<file path="src/rtl/wssl_pkg.sv">
// Package for the word stream search unit: payload structs, register codes
// and the byte classification helpers used by the front end.
// No dependencies.
package wssl_pkg;

  localparam int TARGET_BYTES = 16;
  localparam int TIDX_W       = 7;
  localparam int QUEUE_DEPTH  = 2;

  typedef struct packed {
    logic [7:0] text_byte;
    logic       end_of_text;
  } text_item_t;

  typedef struct packed {
    logic        match_found;
    logic [31:0] match_offset;
    logic [31:0] longest_length;
    logic [31:0] longest_offset;
  } result_t;

  // One classified byte, handed from the front end to the back end.
  typedef struct packed {
    logic is_sep;
    logic mismatch;
    logic last;
  } class_item_t;

  typedef enum logic [1:0] {
    REG_TARGET_LOW  = 2'd0,
    REG_TARGET_HIGH = 2'd1,
    REG_TARGET_LEN  = 2'd2
  } cfg_reg_e;

  // Whitespace or punctuation in the C locale.
  function automatic logic is_separator(input logic [7:0] b);
    is_separator = (b >= 8'd9   && b <= 8'd13)  ||
                   (b >= 8'd32  && b <= 8'd47)  ||
                   (b >= 8'd58  && b <= 8'd64)  ||
                   (b >= 8'd91  && b <= 8'd96)  ||
                   (b >= 8'd123 && b <= 8'd126);
  endfunction

  // Target byte at a position; positions past the stored bytes read as zero.
  function automatic logic [7:0] target_byte(input logic [8*TARGET_BYTES-1:0] t,
                                             input logic [TIDX_W-1:0] idx);
    if (idx < TIDX_W'(TARGET_BYTES))
      target_byte = t[8*idx[3:0] +: 8];
    else
      target_byte = 8'd0;
  endfunction

endpackage

</file>
<file path="src/rtl/wssl_front.sv">
// Front end: accepts text bytes, classifies them and compares each word byte
// with the target at its position in the word. Depends on wssl_pkg.
module wssl_front #(
  parameter int MAX_TARGET_LEN = 16
) (
  input  logic                                    clk,
  input  logic                                    rst,
  input  logic                                    accept,
  input  wssl_pkg::text_item_t                    in_item,
  input  logic [8*wssl_pkg::TARGET_BYTES-1:0]     tgt_bytes,
  input  logic [4:0]                              tgt_len,
  output wssl_pkg::class_item_t                   cls
);
  import wssl_pkg::*;

  localparam int PW = $clog2(MAX_TARGET_LEN + 1);

  logic          in_word;
  logic [PW-1:0] pos;
  logic [PW-1:0] pos_use;
  logic [PW-1:0] pos_next;
  logic          sep;

  assign sep     = is_separator(in_item.text_byte);
  assign pos_use = in_word ? pos : '0;
  // Saturate at the limit: any position at or past it already mismatches.
  assign pos_next = (32'(pos_use) >= 32'(MAX_TARGET_LEN)) ? PW'(MAX_TARGET_LEN)
                                                           : pos_use + PW'(1);

  assign cls.is_sep   = sep;
  assign cls.last     = in_item.end_of_text;
  assign cls.mismatch = (32'(pos_use) >= 32'(tgt_len)) ||
                        (32'(pos_use) >= 32'(MAX_TARGET_LEN)) ||
                        (in_item.text_byte != target_byte(tgt_bytes, TIDX_W'(pos_use)));

  always_ff @(posedge clk) begin
    if (rst) begin
      in_word <= 1'b0;
      pos     <= '0;
    end else if (accept) begin
      if (sep || in_item.end_of_text) begin
        in_word <= 1'b0;
        pos     <= '0;
      end else begin
        in_word <= 1'b1;
        pos     <= pos_next;
      end
    end
  end

endmodule

</file>
<file path="src/rtl/wssl_queue.sv">
// Short queue of classified bytes between front and back end.
// Depends on wssl_pkg.
module wssl_queue (
  input  logic                   clk,
  input  logic                   rst,
  input  logic                   wr_en,
  input  wssl_pkg::class_item_t  wr_item,
  output logic                   full,
  input  logic                   rd_en,
  output logic                   rd_valid,
  output wssl_pkg::class_item_t  rd_item
);
  import wssl_pkg::*;

  localparam int AW = $clog2(QUEUE_DEPTH);
  localparam int CW = $clog2(QUEUE_DEPTH + 1);

  class_item_t   slots [QUEUE_DEPTH];
  logic [AW-1:0] wr_ptr;
  logic [AW-1:0] rd_ptr;
  logic [CW-1:0] count;

  assign full     = (count == CW'(QUEUE_DEPTH));
  assign rd_valid = (count != '0);
  assign rd_item  = slots[rd_ptr];

  always_ff @(posedge clk) begin
    if (wr_en) begin
      slots[wr_ptr] <= wr_item;
    end
  end

  always_ff @(posedge clk) begin
    if (rst) begin
      wr_ptr <= '0;
      rd_ptr <= '0;
      count  <= '0;
    end else begin
      if (wr_en) begin
        wr_ptr <= (32'(wr_ptr) == QUEUE_DEPTH - 1) ? '0 : wr_ptr + AW'(1);
      end
      if (rd_en) begin
        rd_ptr <= (32'(rd_ptr) == QUEUE_DEPTH - 1) ? '0 : rd_ptr + AW'(1);
      end
      if (wr_en && !rd_en) begin
        count <= count + CW'(1);
      end else if (!wr_en && rd_en) begin
        count <= count - CW'(1);
      end
    end
  end

endmodule

</file>
<file path="src/rtl/wssl_back.sv">
// Back end: word tracking, first match and longest word bookkeeping, and the
// result register. Depends on wssl_pkg.
module wssl_back #(
  parameter int MAX_TARGET_LEN = 16,
  parameter int OFFSET_BITS    = 32
) (
  input  logic                   clk,
  input  logic                   rst,
  input  logic                   q_valid,
  input  wssl_pkg::class_item_t  q_item,
  output logic                   q_pop,
  input  logic [4:0]             tgt_len,
  output logic                   res_valid,
  output wssl_pkg::result_t      res,
  input  logic                   res_pop
);
  import wssl_pkg::*;

  localparam logic [OFFSET_BITS-1:0] CMAX = '1;

  logic [OFFSET_BITS-1:0] byte_offset;
  logic                   inside_word;
  logic [OFFSET_BITS-1:0] word_start;
  logic [OFFSET_BITS-1:0] run_length;
  logic                   word_mismatch;
  logic                   found_flag;
  logic [OFFSET_BITS-1:0] found_offset;
  logic [OFFSET_BITS-1:0] best_length;
  logic [OFFSET_BITS-1:0] best_offset;

  logic                   is_word;
  logic                   step;
  logic                   inside_word_next;
  logic [OFFSET_BITS-1:0] word_start_next;
  logic [OFFSET_BITS-1:0] run_length_next;
  logic                   word_mismatch_next;
  logic [OFFSET_BITS-1:0] byte_offset_next;
  logic                   close_en;
  logic [OFFSET_BITS-1:0] cw_start;
  logic [OFFSET_BITS-1:0] cw_length;
  logic                   cw_mismatch;
  logic                   hit;
  logic                   longer;
  logic                   found_flag_next;
  logic [OFFSET_BITS-1:0] found_offset_next;
  logic [OFFSET_BITS-1:0] best_length_next;
  logic [OFFSET_BITS-1:0] best_offset_next;
  logic [63:0]            found_w;
  logic [63:0]            blen_w;
  logic [63:0]            boff_w;

  // Advance every non-final byte; hold a final byte while the result register
  // is occupied and not being emptied this cycle.
  assign step  = q_valid && (!q_item.last || !res_valid || res_pop);
  assign q_pop = step;

  assign is_word          = !q_item.is_sep;
  assign byte_offset_next = (byte_offset == CMAX) ? byte_offset
                                                  : byte_offset + OFFSET_BITS'(1);

  always_comb begin
    inside_word_next   = inside_word;
    word_start_next    = word_start;
    run_length_next    = run_length;
    word_mismatch_next = word_mismatch;
    if (is_word) begin
      inside_word_next = 1'b1;
      if (inside_word) begin
        run_length_next    = (run_length == CMAX) ? run_length
                                                  : run_length + OFFSET_BITS'(1);
        word_mismatch_next = word_mismatch | q_item.mismatch;
      end else begin
        word_start_next    = byte_offset;
        run_length_next    = OFFSET_BITS'(1);
        word_mismatch_next = q_item.mismatch;
      end
    end else begin
      inside_word_next = 1'b0;
    end
  end

  // A separator closes the word before it; a final word byte closes its own word.
  assign close_en    = is_word ? q_item.last : inside_word;
  assign cw_start    = is_word ? word_start_next    : word_start;
  assign cw_length   = is_word ? run_length_next    : run_length;
  assign cw_mismatch = is_word ? word_mismatch_next : word_mismatch;

  assign hit = close_en && !found_flag && (tgt_len != 5'd0) &&
               (32'(tgt_len) <= 32'(MAX_TARGET_LEN)) && !cw_mismatch &&
               (64'(cw_length) == 64'(tgt_len));
  assign longer = close_en && (cw_length > best_length);

  assign found_flag_next   = found_flag | hit;
  assign found_offset_next = hit    ? cw_start  : found_offset;
  assign best_length_next  = longer ? cw_length : best_length;
  assign best_offset_next  = longer ? cw_start  : best_offset;

  assign found_w = 64'(found_offset_next);
  assign blen_w  = 64'(best_length_next);
  assign boff_w  = 64'(best_offset_next);

  always_ff @(posedge clk) begin
    if (step && q_item.last) begin
      res.match_found    <= found_flag_next;
      res.match_offset   <= found_flag_next ? found_w[31:0] : 32'd0;
      res.longest_length <= blen_w[31:0];
      res.longest_offset <= boff_w[31:0];
    end
  end

  always_ff @(posedge clk) begin
    if (rst) begin
      res_valid     <= 1'b0;
      byte_offset   <= '0;
      inside_word   <= 1'b0;
      word_start    <= '0;
      run_length    <= '0;
      word_mismatch <= 1'b0;
      found_flag    <= 1'b0;
      found_offset  <= '0;
      best_length   <= '0;
      best_offset   <= '0;
    end else begin
      if (step && q_item.last) begin
        res_valid <= 1'b1;
      end else if (res_pop) begin
        res_valid <= 1'b0;
      end
      if (step) begin
        if (q_item.last) begin
          byte_offset   <= '0;
          inside_word   <= 1'b0;
          word_start    <= '0;
          run_length    <= '0;
          word_mismatch <= 1'b0;
          found_flag    <= 1'b0;
          found_offset  <= '0;
          best_length   <= '0;
          best_offset   <= '0;
        end else begin
          byte_offset   <= byte_offset_next;
          inside_word   <= inside_word_next;
          word_start    <= word_start_next;
          run_length    <= run_length_next;
          word_mismatch <= word_mismatch_next;
          found_flag    <= found_flag_next;
          found_offset  <= found_offset_next;
          best_length   <= best_length_next;
          best_offset   <= best_offset_next;
        end
      end
    end
  end

endmodule

</file>
<file path="src/rtl/word_stream_search_longest_unit.sv">
// Word stream search, top level: configuration registers, front end, queue
// and back end. Depends on wssl_pkg, wssl_front, wssl_queue, wssl_back.
//
// Usage:
//   Input channel (push/full, in_item): one text byte per beat, with
//   end_of_text set on the final byte of a stream. Bytes are split into
//   words at C-locale whitespace and punctuation.
//   Result channel (empty/pop, out_item): one beat per stream, carrying the
//   first whole-word match of the target and the first longest word (offset
//   and length). Offsets and lengths saturate at the counter width.
//   Configuration (cfg_write, cfg_index, cfg_data): target bytes low, target
//   bytes high, target length; write only while no stream is in flight.
// Throughput: one byte per clock, unless a final byte waits on a result
//   not yet popped. Path: the final byte is written into the queue, then
//   the back end pops it and loads the result register behind out_item.
// Reset: clear all stream state, the queue and the result valid flag; the
//   target registers return to zero (no match). No clearing pass.
// Stall: a result not popped holds on out_item; the back end keeps working
//   until the next final byte, then the two-entry queue fills and full rises.
module word_stream_search_longest_unit #(
  parameter int MAX_TARGET_LEN = 16,
  parameter int OFFSET_BITS    = 32
) (
  input  logic                 clk,
  input  logic                 rst,
  input  logic                 push,
  output logic                 full,
  input  wssl_pkg::text_item_t in_item,
  output logic                 empty,
  input  logic                 pop,
  output wssl_pkg::result_t    out_item,
  input  logic                 cfg_write,
  input  logic [1:0]           cfg_index,
  input  logic [63:0]          cfg_data
);
  import wssl_pkg::*;

  logic [63:0]  target_low;
  logic [63:0]  target_high;
  logic [4:0]   target_len;
  logic         accept;
  class_item_t  cls;
  logic         q_valid;
  logic         q_pop;
  class_item_t  q_item;
  logic         res_valid;

  // Hold the target; an index outside the register list is dropped.
  always_ff @(posedge clk) begin
    if (rst) begin
      target_low  <= '0;
      target_high <= '0;
      target_len  <= '0;
    end else if (cfg_write) begin
      case (cfg_index)
        REG_TARGET_LOW:  target_low  <= cfg_data;
        REG_TARGET_HIGH: target_high <= cfg_data;
        REG_TARGET_LEN:  target_len  <= cfg_data[4:0];
        default: ;
      endcase
    end
  end

  assign accept = push && !full;

  wssl_front #(
    .MAX_TARGET_LEN (MAX_TARGET_LEN)
  ) u_front (
    .clk       (clk),
    .rst       (rst),
    .accept    (accept),
    .in_item   (in_item),
    .tgt_bytes ({target_high, target_low}),
    .tgt_len   (target_len),
    .cls       (cls)
  );

  wssl_queue u_queue (
    .clk      (clk),
    .rst      (rst),
    .wr_en    (accept),
    .wr_item  (cls),
    .full     (full),
    .rd_en    (q_pop),
    .rd_valid (q_valid),
    .rd_item  (q_item)
  );

  wssl_back #(
    .MAX_TARGET_LEN (MAX_TARGET_LEN),
    .OFFSET_BITS    (OFFSET_BITS)
  ) u_back (
    .clk       (clk),
    .rst       (rst),
    .q_valid   (q_valid),
    .q_item    (q_item),
    .q_pop     (q_pop),
    .tgt_len   (target_len),
    .res_valid (res_valid),
    .res       (out_item),
    .res_pop   (pop)
  );

  assign empty = !res_valid;

endmodule

</file>
<file path="config.mk">
export PLATFORM = sky130hd
export DESIGN_NAME = word_stream_search_longest_unit
export DESIGN_NICKNAME = d
export VERILOG_FILES = /design/src/rtl/wssl_pkg.sv /design/src/rtl/wssl_front.sv /design/src/rtl/wssl_queue.sv /design/src/rtl/wssl_back.sv /design/src/rtl/word_stream_search_longest_unit.sv
export SDC_FILE = /design/constraint.sdc
export NUM_CORES = 1
export LEC_CHECK = 0
export BUFFER_PORTS_ARGS = -buffer_cell sky130_fd_sc_hd__buf_2
export CORE_ASPECT_RATIO = 1.1
export CORE_MARGIN = 2
export CORE_UTILIZATION = 61
export DETAILED_ROUTE_END_ITERATION = 8
export GPL_TIMING_DRIVEN = 0
export PLACE_DENSITY = 0.83
export SYNTH_ARGS = -nofsm -noshare
export SYNTH_HDL_FRONTEND = slang
export SYNTH_SLANG_ARGS = --single-unit
</file>
<file path="constraint.sdc">
create_clock -name clk -period 10.7 [get_ports clk]
set_input_delay 2.14 -clock clk [delete_from_list [all_inputs] [get_ports clk]]
set_output_delay 2.14 -clock clk [all_outputs]
set_load 0.02 [all_outputs]
</file>
==> results of run 1 <==
[cell type report]
cell class / instances / share of cell area
tap: 487 / 0.0241
sequential: 443 / 0.391
clock buffer: 64 / 0.0507
antenna: 4 / 0.000396
inverter: 63 / 0.00935
multi-input combinational: 1828 / 0.443
timing repair buffer: 178 / 0.0364
clock inverter: 18 / 0.00896
buffer: 220 / 0.0354
[synthesized netlist by cell type, types with 25 or more instances]
master	instances	area share
a21oi_1	170	0.038
dfxtp_1	340	0.31
nor4_1	41	0.012
buf_2	25	0.0056
mux4_2	27	0.027
edfxtp_1	103	0.14
ha_1	42	0.024
nand2b_1	49	0.014
a32o_1	28	0.013
nand2_1	479	0.081
nor2_1	178	0.030
mux2i_1	54	0.024
clkbuf_1	166	0.028
nand3_1	77	0.017
a41oi_1	34	0.013
a21bo_1	26	0.012
and2_1	40	0.011
o21ai_0	129	0.029
nand4_1	28	0.0079
inv_1	61	0.010
o32ai_1	38	0.015
a22oi_1	67	0.023
nor3b_1	35	0.012
[metrics by stage]
stage / util / hold WS, ns / cells
after floorplan: - / 0.433 / 2554
after global placement: 0.657 / 0.439 / 3217
after detailed placement: 0.659 / 0.448 / 3219
after CTS: 0.701 / 0.456 / 3301
after global routing: 0.701 / 0.473 / 3301
final: 0.701 / 0.456 / 3305
[where the power goes]
group | switching (mW) | leakage [nW] | total, mW | internal, mW
logic | 0.838 | 4.82 | 1.09 | 0.256
registers | 0.0478 | 3.73 | 1.92 | 1.87
clock network | 0.674 | 0.753 | 1.61 | 0.939
total | 1.56 | 9.30 | 4.63 | 3.07
[layer usage]
layer | vias to the layer above | track usage | share of wire
met1 | 9934 | 0.443 | 0.39
met2 | 1176 | 0.591 | 0.47
met3 | 195 | 0.0645 | 0.091
met4 | 2 | 0.174 | 0.047
li1 | 9664 | - | -
met5 | - | 0 | 0.00019
[worst register-to-register path: stages (launching register included)]
cell	delay, ns
dfxtp_1	0.44
ha_1	0.27
nand4_1	0.41
nor4_4	0.51
clkbuf_1	0.53
a211oi_2	0.22
and3_1	0.22
a221o_1	0.35
buf_2	0.21
buf_1	0.33
ha_1	0.42
nand4_1	0.10
nor2_1	0.12
nand3_1	0.17
o21ai_0	0.54
or3_1	0.22
o41ai_1	0.18
o31ai_1	0.93
clkbuf_1	0.48
a32o_1	0.22
[cells by family after synthesis]
logic type / count (synthesis)
compound gates: 629
xor+xnor: 39
fa+ha+maj: 42
buf+inv: 283
flops: 443
mux: 88
simple gates: 1030
[sequential cells by signal, indices dropped and copies added (netlist names), 5 cells and up, named ones only]
| name | cells |
|---|---|
| u_back.res | 97 |
| u_back.run_length | 32 |
| target_len | 5 |
| u_queue.slots | 6 |
| u_back.best_length | 32 |
| target_high | 64 |
| u_back.byte_offset | 32 |
| u_back.best_offset | 32 |
| target_low | 64 |
| u_back.found_offset | 32 |
| u_front.pos | 5 |
| u_back.word_start | 32 |
[final timing paths]
path	startpoint	to	slack (ns)	cells past startpoint
setup / recovery	u_back.run_length[1]$_SDFFE_PP0P_	u_back.best_length[19]$_SDFFE_PP0P_	3.75	19
hold / removal	target_high[12]$_SDFFE_PP0P_	target_high[12]$_SDFFE_PP0P_	0.46	2
setup reg to reg	u_back.run_length[1]$_SDFFE_PP0P_	u_back.best_length[19]$_SDFFE_PP0P_	3.75	19
hold reg to reg	target_high[12]$_SDFFE_PP0P_	target_high[12]$_SDFFE_PP0P_	0.46	2
==> metrics.txt, run 1 <==
# TYPE chip_impl_metric gauge
chip_impl_metric{name="number_of_top_level_pins",unit=""} 179
chip_impl_metric{name="p_leak",unit="nW"} 9.30
chip_impl_metric{name="timing.critical_path.required",unit="ns"} 11.21
chip_impl_info{name="mostFrequentLayoutCell",value="nand2_1"} 1
chip_impl_metric{name="die_w",unit="um"} 186
chip_impl_metric{name="detailed_place_hpwl",unit="mm"} 51.0
chip_impl_metric{name="die-area",unit="mm2"} 0.0380
chip_impl_metric{name="gr-total-overflow",unit=""} 0
chip_impl_info{name="hp-class",value="reg -> reg"} 1
chip_impl_metric{name="core-area",unit="mm2"} 0.0361
chip_impl_metric{name="buffering_stage_count_on_the_worst_path_with_inverters_included",unit=""} 4
chip_impl_metric{name="finClkSkew",unit="ns"} 0.0202
chip_impl_metric{name="clock_sinks",unit=""} 443
chip_impl_metric{name="later_pin_clock_latency_in_the_skew_report",unit="ns"} 0.58
chip_impl_metric{name="htree_levels",unit=""} 2
chip_impl_info{name="cts_root_buffer",value="clkbuf_16"} 1
chip_impl_metric{name="seq_area_frac_synth",unit=""} 0.445
chip_impl_metric{name="holdBufCountCts",unit=""} 0
chip_impl_metric{name="grt_antenna_before_repair",unit=""} 2
chip_impl_metric{name="final_non_filler_cell_area",unit="mm2"} 0.0253
chip_impl_metric{name="rows",unit=""} 73
chip_impl_metric{name="fraction_of_layout_instances_using_a_drive_strength_above_1",unit=""} 0.122
chip_impl_metric{name="synth_compound_gate_area_share",unit=""} 0.192
chip_impl_metric{name="post_synth_inst_count",unit=""} 2554
chip_impl_metric{name="max_slew_margin",unit=""} 0.202
chip_impl_metric{name="synth.net_count",unit=""} 2676
chip_impl_metric{name="tightest_slew",unit="ns"} 1.19
chip_impl_metric{name="pre_cts_ws",unit="ns"} 4.04
chip_impl_metric{name="drt_pre_antenna_iters",unit=""} 6
chip_impl_info{name="clock_tree_from_tritoncts",value="done"} 1
chip_impl_metric{name="synthesis.yosys.warnings",unit=""} 0
chip_impl_metric{name="mean_instance_size_in_the_synthesized_netlist",unit="um2"} 8.70
chip_impl_metric{name="timing.critical_path.arrival",unit="ns"} 7.45
chip_impl_metric{name="synth-simple-area-share",unit=""} 0.217
chip_impl_metric{name="floorplan.initialDensity",unit=""} 0.616
chip_impl_metric{name="grt_max_degree",unit=""} 40
chip_impl_metric{name="layout_min_cycle_time",unit="ns"} 6.95
chip_impl_info{name="outcome",value="completed"} 1
chip_impl_info{name="ys_dominant_reg_cell",value="dfxtp_1"} 1
chip_impl_metric{name="power.ir.vdd_worst",unit="mV"} 0.150
chip_impl_metric{name="placer_s_final_routability_congestion_estimate",unit=""} 1.02
chip_impl_metric{name="setup_tns",unit="ns"} 0
chip_impl_info{name="critical_path.top_delay_family",value="compound AO/OA/AOI/OAI gates"} 1
chip_impl_metric{name="drv_cap",unit=""} 0
chip_impl_metric{name="drt_wl_total",unit="mm"} 68.1
chip_impl_metric{name="final_critical_path_setup_slack",unit="ns"} 3.75
chip_impl_metric{name="drv_slew",unit=""} 0
chip_impl_metric{name="setup_viol_count_final",unit=""} 0
chip_impl_metric{name="postCtsResizedCells",unit=""} 0
chip_impl_info{name="setup_repair_after_global_routing_missed_its_margin",value="false"} 1
chip_impl_metric{name="first_iter_violations",unit=""} 2290
chip_impl_metric{name="synth.lib_cells_used.distinct",unit=""} 78
chip_impl_info{name="worst-setup-path-type",value="reg -> reg"} 1
chip_impl_info{name="synth_top_family_by_area",value="simple AND/OR/NAND/NOR gates"} 1
chip_impl_metric{name="cts-root-to-sink-buffers",unit=""} 3
chip_impl_metric{name="number_of_global_route_vias_before_repair",unit=""} 20000
chip_impl_metric{name="finalPower",unit="mW"} 4.63
chip_impl_metric{name="worst-path-max-fanout",unit=""} 10
chip_impl_metric{name="multiInputGateArea",unit="mm2"} 0.0112
chip_impl_info{name="kind_of_start_point_of_the_critical_path",value="flip-flop"} 1
chip_impl_metric{name="synth_edf_count",unit=""} 103
chip_impl_metric{name="wire_per_inst",unit="um"} 20.6
chip_impl_metric{name="grt_first_pass_wirelength",unit="mm"} 105
chip_impl_metric{name="fillerInstances",unit=""} 2831
chip_impl_info{name="timing.critical_path.slowest_stage_cell",value="o31ai_1"} 1
chip_impl_metric{name="post_synth_instance_area",unit="mm2"} 0.0222
chip_impl_metric{name="crit_path_max_incr_delay",unit="ns"} 0.93
chip_impl_metric{name="timing.final.hold_violations",unit=""} 0
chip_impl_metric{name="synth_seq_cells",unit=""} 443
chip_impl_metric{name="vias",unit=""} 21000
chip_impl_metric{name="post-route-drc-count",unit=""} 0
chip_impl_metric{name="synthAdderAreaFrac",unit=""} 0.0236
chip_impl_metric{name="drt_via_density",unit=""} 6.35
chip_impl_metric{name="p_per_area",unit="mW/mm2"} 183
chip_impl_metric{name="portion_of_netlist_area_occupied_by_mux_cells",unit=""} 0.0552
chip_impl_metric{name="route.antenna.remaining_nets",unit=""} 0
chip_impl_metric{name="post-cts-setup-buffers",unit=""} 0
chip_impl_info{name="worstPathCellList",value="ha_1 -> nand4_1 -> nor4_4 -> clkbuf_1 -> a211oi_2 -> and3_1 -> a221o_1 -> buf_2 -> buf_1 -> ha_1 -> nand4_1 -> nor2_1 -> nand3_1 -> o21ai_0 -> or3_1 -> o41ai_1 -> o31ai_1 -> clkbuf_1 -> a32o_1"} 1
chip_impl_metric{name="grt_usage",unit=""} 0.355
chip_impl_metric{name="synth_xor_xnor_area_share",unit=""} 0.0154
chip_impl_metric{name="fin_nets",unit=""} 2900
chip_impl_info{name="endpoint_kind",value="flip-flop"} 1
chip_impl_metric{name="ff_latch_area",unit="mm2"} 0.00990
chip_impl_metric{name="fraction_of_synthesis_flops_using_an_asynchronous_set_or_reset_pin",unit=""} 0
chip_impl_metric{name="floorplan.die.height",unit="um"} 204
chip_impl_metric{name="timing.fmax",unit="MHz"} 144
chip_impl_metric{name="io_buffers",unit=""} 176
chip_impl_metric{name="final_min_period_over_clock_period",unit=""} 0.649
chip_impl_metric{name="area_delta_synth_final",unit="%"} 13.8
chip_impl_metric{name="post_dp_cell_area",unit="mm2"} 0.0238
chip_impl_metric{name="clk_transition_reported_paths",unit="ns"} 0.07
chip_impl_info{name="most-common-layout-cells",value="nand2_1, dfxtp_1, buf_2"} 1
chip_impl_metric{name="cts_made_buffers",unit=""} 44
No activity file was read; power rests on OpenSTA's default activity.
==> run 2: changes to the inputs <==
--- a/config.mk
+++ b/config.mk
@@ -8,10 +8,10 @@
 export BUFFER_PORTS_ARGS = -buffer_cell sky130_fd_sc_hd__buf_2
 export CORE_ASPECT_RATIO = 1.1
 export CORE_MARGIN = 2
-export CORE_UTILIZATION = 61
+export CORE_UTILIZATION = 55
 export DETAILED_ROUTE_END_ITERATION = 8
 export GPL_TIMING_DRIVEN = 0
-export PLACE_DENSITY = 0.83
+export PLACE_DENSITY = 0.79
 export SYNTH_ARGS = -nofsm -noshare
 export SYNTH_HDL_FRONTEND = slang
 export SYNTH_SLANG_ARGS = --single-unit
==> constraint.sdc (replaced) <==
create_clock -name clk -period 5.9 [get_ports clk]
set_input_delay 1.18 -clock clk [delete_from_list [all_inputs] [get_ports clk]]
set_output_delay 1.18 -clock clk [all_outputs]
set_load 0.02 [all_outputs]
==> run 2 against run 1 <==
Net effect:
- utilization down 6.4 points
- sequential power is 82% higher
- global-route usage is 3.5 points lower
- final cell count up 1.1%
- maximum frequency rose by 20%
- largest power group unchanged
==> metrics.txt, run 2 (synthesis results as in run 1) <==
# TYPE chip_impl_metric gauge
chip_impl_info{name="outcome",value="completed"} 1
chip_impl_metric{name="cts-root-to-sink-buffers",unit=""} 3
chip_impl_info{name="mostFrequentLayoutCell",value="nand2_1"} 1
chip_impl_metric{name="post-route-drc-count",unit=""} 0
chip_impl_metric{name="core-area",unit="mm2"} 0.0401
chip_impl_metric{name="die_w",unit="um"} 196
chip_impl_metric{name="grt_antenna_before_repair",unit=""} 6
chip_impl_metric{name="timing.critical_path.arrival",unit="ns"} 6.06
chip_impl_info{name="timing.critical_path.slowest_stage_cell",value="nor4_1"} 1
chip_impl_metric{name="route.antenna.remaining_nets",unit=""} 0
chip_impl_metric{name="number_of_global_route_vias_before_repair",unit=""} 20000
chip_impl_metric{name="drt_pre_antenna_iters",unit=""} 6
chip_impl_metric{name="floorplan.die.height",unit="um"} 215
chip_impl_info{name="worstPathCellList",value="clkbuf_1 -> mux2_2 -> buf_2 -> buf_2 -> nor4_1 -> o21ai_0 -> a31oi_2 -> ha_1 -> nand4_1 -> or3_1 -> or3_1 -> o21ai_2 -> or3_1 -> o41ai_4 -> nor2_2 -> clkbuf_2 -> clkbuf_1 -> o21ai_0"} 1
chip_impl_metric{name="layout_min_cycle_time",unit="ns"} 5.78
chip_impl_metric{name="pre_cts_ws",unit="ns"} -0.540
chip_impl_info{name="largestRegisters",value="u_back.res: 97 flops, target_high: 64 flops, target_low: 64 flops"} 1
chip_impl_metric{name="timing.critical_path.required",unit="ns"} 6.17
chip_impl_info{name="register_with_the_highest_flop_count",value="u_back.res"} 1
chip_impl_metric{name="crit_path_max_incr_delay",unit="ns"} 0.49
chip_impl_metric{name="worst-path-max-fanout",unit=""} 10
chip_impl_metric{name="later_pin_clock_latency_in_the_skew_report",unit="ns"} 0.57
chip_impl_metric{name="grt_usage",unit=""} 0.319
chip_impl_info{name="crit_top_cell",value="or3_1"} 1
chip_impl_metric{name="drt_wl_total",unit="mm"} 69.2
chip_impl_metric{name="fraction_of_layout_instances_using_a_drive_strength_above_1",unit=""} 0.134
chip_impl_metric{name="total_switching_power",unit="mW"} 2.91
chip_impl_metric{name="floorplan.initialDensity",unit=""} 0.555
chip_impl_metric{name="htree_levels",unit=""} 2
chip_impl_metric{name="drv_cap",unit=""} 0
chip_impl_metric{name="first_iter_violations",unit=""} 2063
chip_impl_info{name="endpoint_kind",value="flip-flop"} 1
chip_impl_metric{name="fillerInstances",unit=""} 3336
chip_impl_metric{name="final_min_period_over_clock_period",unit=""} 0.980
chip_impl_metric{name="grt_max_degree",unit=""} 40
chip_impl_metric{name="placer_s_final_routability_congestion_estimate",unit=""} 0.988
chip_impl_metric{name="p_leak",unit="nW"} 9.48
chip_impl_metric{name="power.share.combinational",unit=""} 0.241
chip_impl_info{name="clock_tree_from_tritoncts",value="done"} 1
chip_impl_metric{name="timing.fmax",unit="MHz"} 173
chip_impl_info{name="kind_of_start_point_of_the_critical_path",value="flip-flop"} 1
chip_impl_metric{name="drt_via_density",unit=""} 6.27
chip_impl_info{name="most-common-layout-cells",value="nand2_1, dfxtp_1, buf_2"} 1
chip_impl_metric{name="grt_first_pass_wirelength",unit="mm"} 107
chip_impl_metric{name="wire_per_inst",unit="um"} 20.7
chip_impl_metric{name="finClkSkew",unit="ns"} 0.0259
chip_impl_metric{name="detailed_place_hpwl",unit="mm"} 51.2
chip_impl_metric{name="p_per_area",unit="mW/mm2"} 332
chip_impl_info{name="cts_root_buffer",value="clkbuf_16"} 1
chip_impl_metric{name="max_slew_margin",unit=""} 0.0525
chip_impl_metric{name="cts_made_buffers",unit=""} 44
chip_impl_metric{name="largest_register_ffs",unit=""} 97
chip_impl_metric{name="power.ir.vdd_worst",unit="mV"} 0.189
chip_impl_metric{name="drv_slew",unit=""} 0
chip_impl_metric{name="timing.final.hold_violations",unit=""} 0
chip_impl_metric{name="io_buffers",unit=""} 176
chip_impl_metric{name="fin_nets",unit=""} 2911
chip_impl_info{name="worst-setup-path-type",value="reg -> reg"} 1
chip_impl_metric{name="gr-total-overflow",unit=""} 0
chip_impl_metric{name="number_of_top_level_pins",unit=""} 179
chip_impl_metric{name="p_int",unit="mW"} 5.57
chip_impl_metric{name="clockPowerShare",unit=""} 0.347
chip_impl_metric{name="vias",unit=""} 21000
chip_impl_metric{name="rows",unit=""} 77
chip_impl_metric{name="area_delta_synth_final",unit="%"} 14.8
chip_impl_metric{name="share_seq_of_total_power",unit=""} 0.411
chip_impl_metric{name="setup_viol_count_final",unit=""} 0
chip_impl_metric{name="power_switching_share",unit=""} 0.343
chip_impl_metric{name="clk_transition_reported_paths",unit="ns"} 0.06
chip_impl_metric{name="tightest_slew",unit="ns"} 1.41
chip_impl_metric{name="clock_sinks",unit=""} 443
chip_impl_info{name="hp-class",value="reg -> reg"} 1
chip_impl_metric{name="setup_tns",unit="ns"} 0
chip_impl_metric{name="die-area",unit="mm2"} 0.0420
chip_impl_metric{name="final_critical_path_setup_slack",unit="ns"} 0.116
run 2: power by group through the flow:
stage	sequential, mW	combinational (mW)	clock [mW]
CTS	3.49	1.99	2.96
detailed placement	3.55	1.97	0
global route	3.51	2.15	3.08
finish	3.49	2.05	2.95
floorplan	3.79	0.991	0
global placement	3.56	1.90	0
run 2: final cells by class:
| class | instances | area (um2) | share of cell area |
|---|---|---|---|
| multi-input cells | 1828 | 11300 | 0.443 |
| flip-flops and latches | 443 | 9900 | 0.388 |
| clock buffers | 52 | 1200 | 0.0472 |
| repair buffers | 191 | 1020 | 0.0399 |
| plain buffers | 218 | 898 | 0.0352 |
| well taps | 513 | 642 | 0.0251 |
| clock inverters | 29 | 310 | 0.0122 |
| inverters | 63 | 240 | 0.00941 |
| diodes | 4 | 10.0 | 0.000392 |
run 2: timing repair:
action | CTS | global route
pin swaps | 1 | 6
buffers inserted | 1 | 12
endpoints found under the hold margin | 0 | 0
gates resized for setup | 14 | 15
hold buffers | 0 | 0
gates cloned | 0 | 0
setup endpoints to repair | 111 | 125
run 2: worst paths after layout:
path	from	endpoint	slack [ns]	cells past startpoint
max	flip-flop	u_back.res[43]$_DFFE_PP_	0.12	18
min	target_low[28]$_SDFFE_PP0P_	target_low[28]$_SDFFE_PP0P_	0.45	2
max reg2reg	flip-flop	u_back.res[43]$_DFFE_PP_	0.12	18
min reg2reg	target_low[28]$_SDFFE_PP0P_	target_low[28]$_SDFFE_PP0P_	0.45	2
run 2: worst max-delay path, delay by kind of cell (launching register included):
family	cells	cell delay (ns)
adders and majority gates	1	0.21
DFF	1	0.31
buffers and inverters	5	1.37
and+or+nand+nor	6	1.97
muxes	1	0.44
AOI/OAI and AO/OA	5	1.19
run 2: stage by stage:
step	hold WS, ns	total power [mW]	util	instance area, um2	cells
after detailed placement	0.445	5.52	0.594	23800	3245
after floorplan	0.433	4.79	-	22200	2554
final	0.454	8.48	0.637	25500	3341
after global placement	0.440	5.47	0.593	23800	3243
after global routing	0.474	8.74	0.637	25500	3339
after CTS	0.455	8.44	0.633	25400	3327
run 2: metal layers:
metal	track usage	part of all wire	vias to the layer above
met4	0.133	0.043	6
met5	0	0.00054	-
met3	0.0546	0.089	194
met1	0.402	0.39	10000
li1	-	-	9677
met2	0.543	0.47	1073
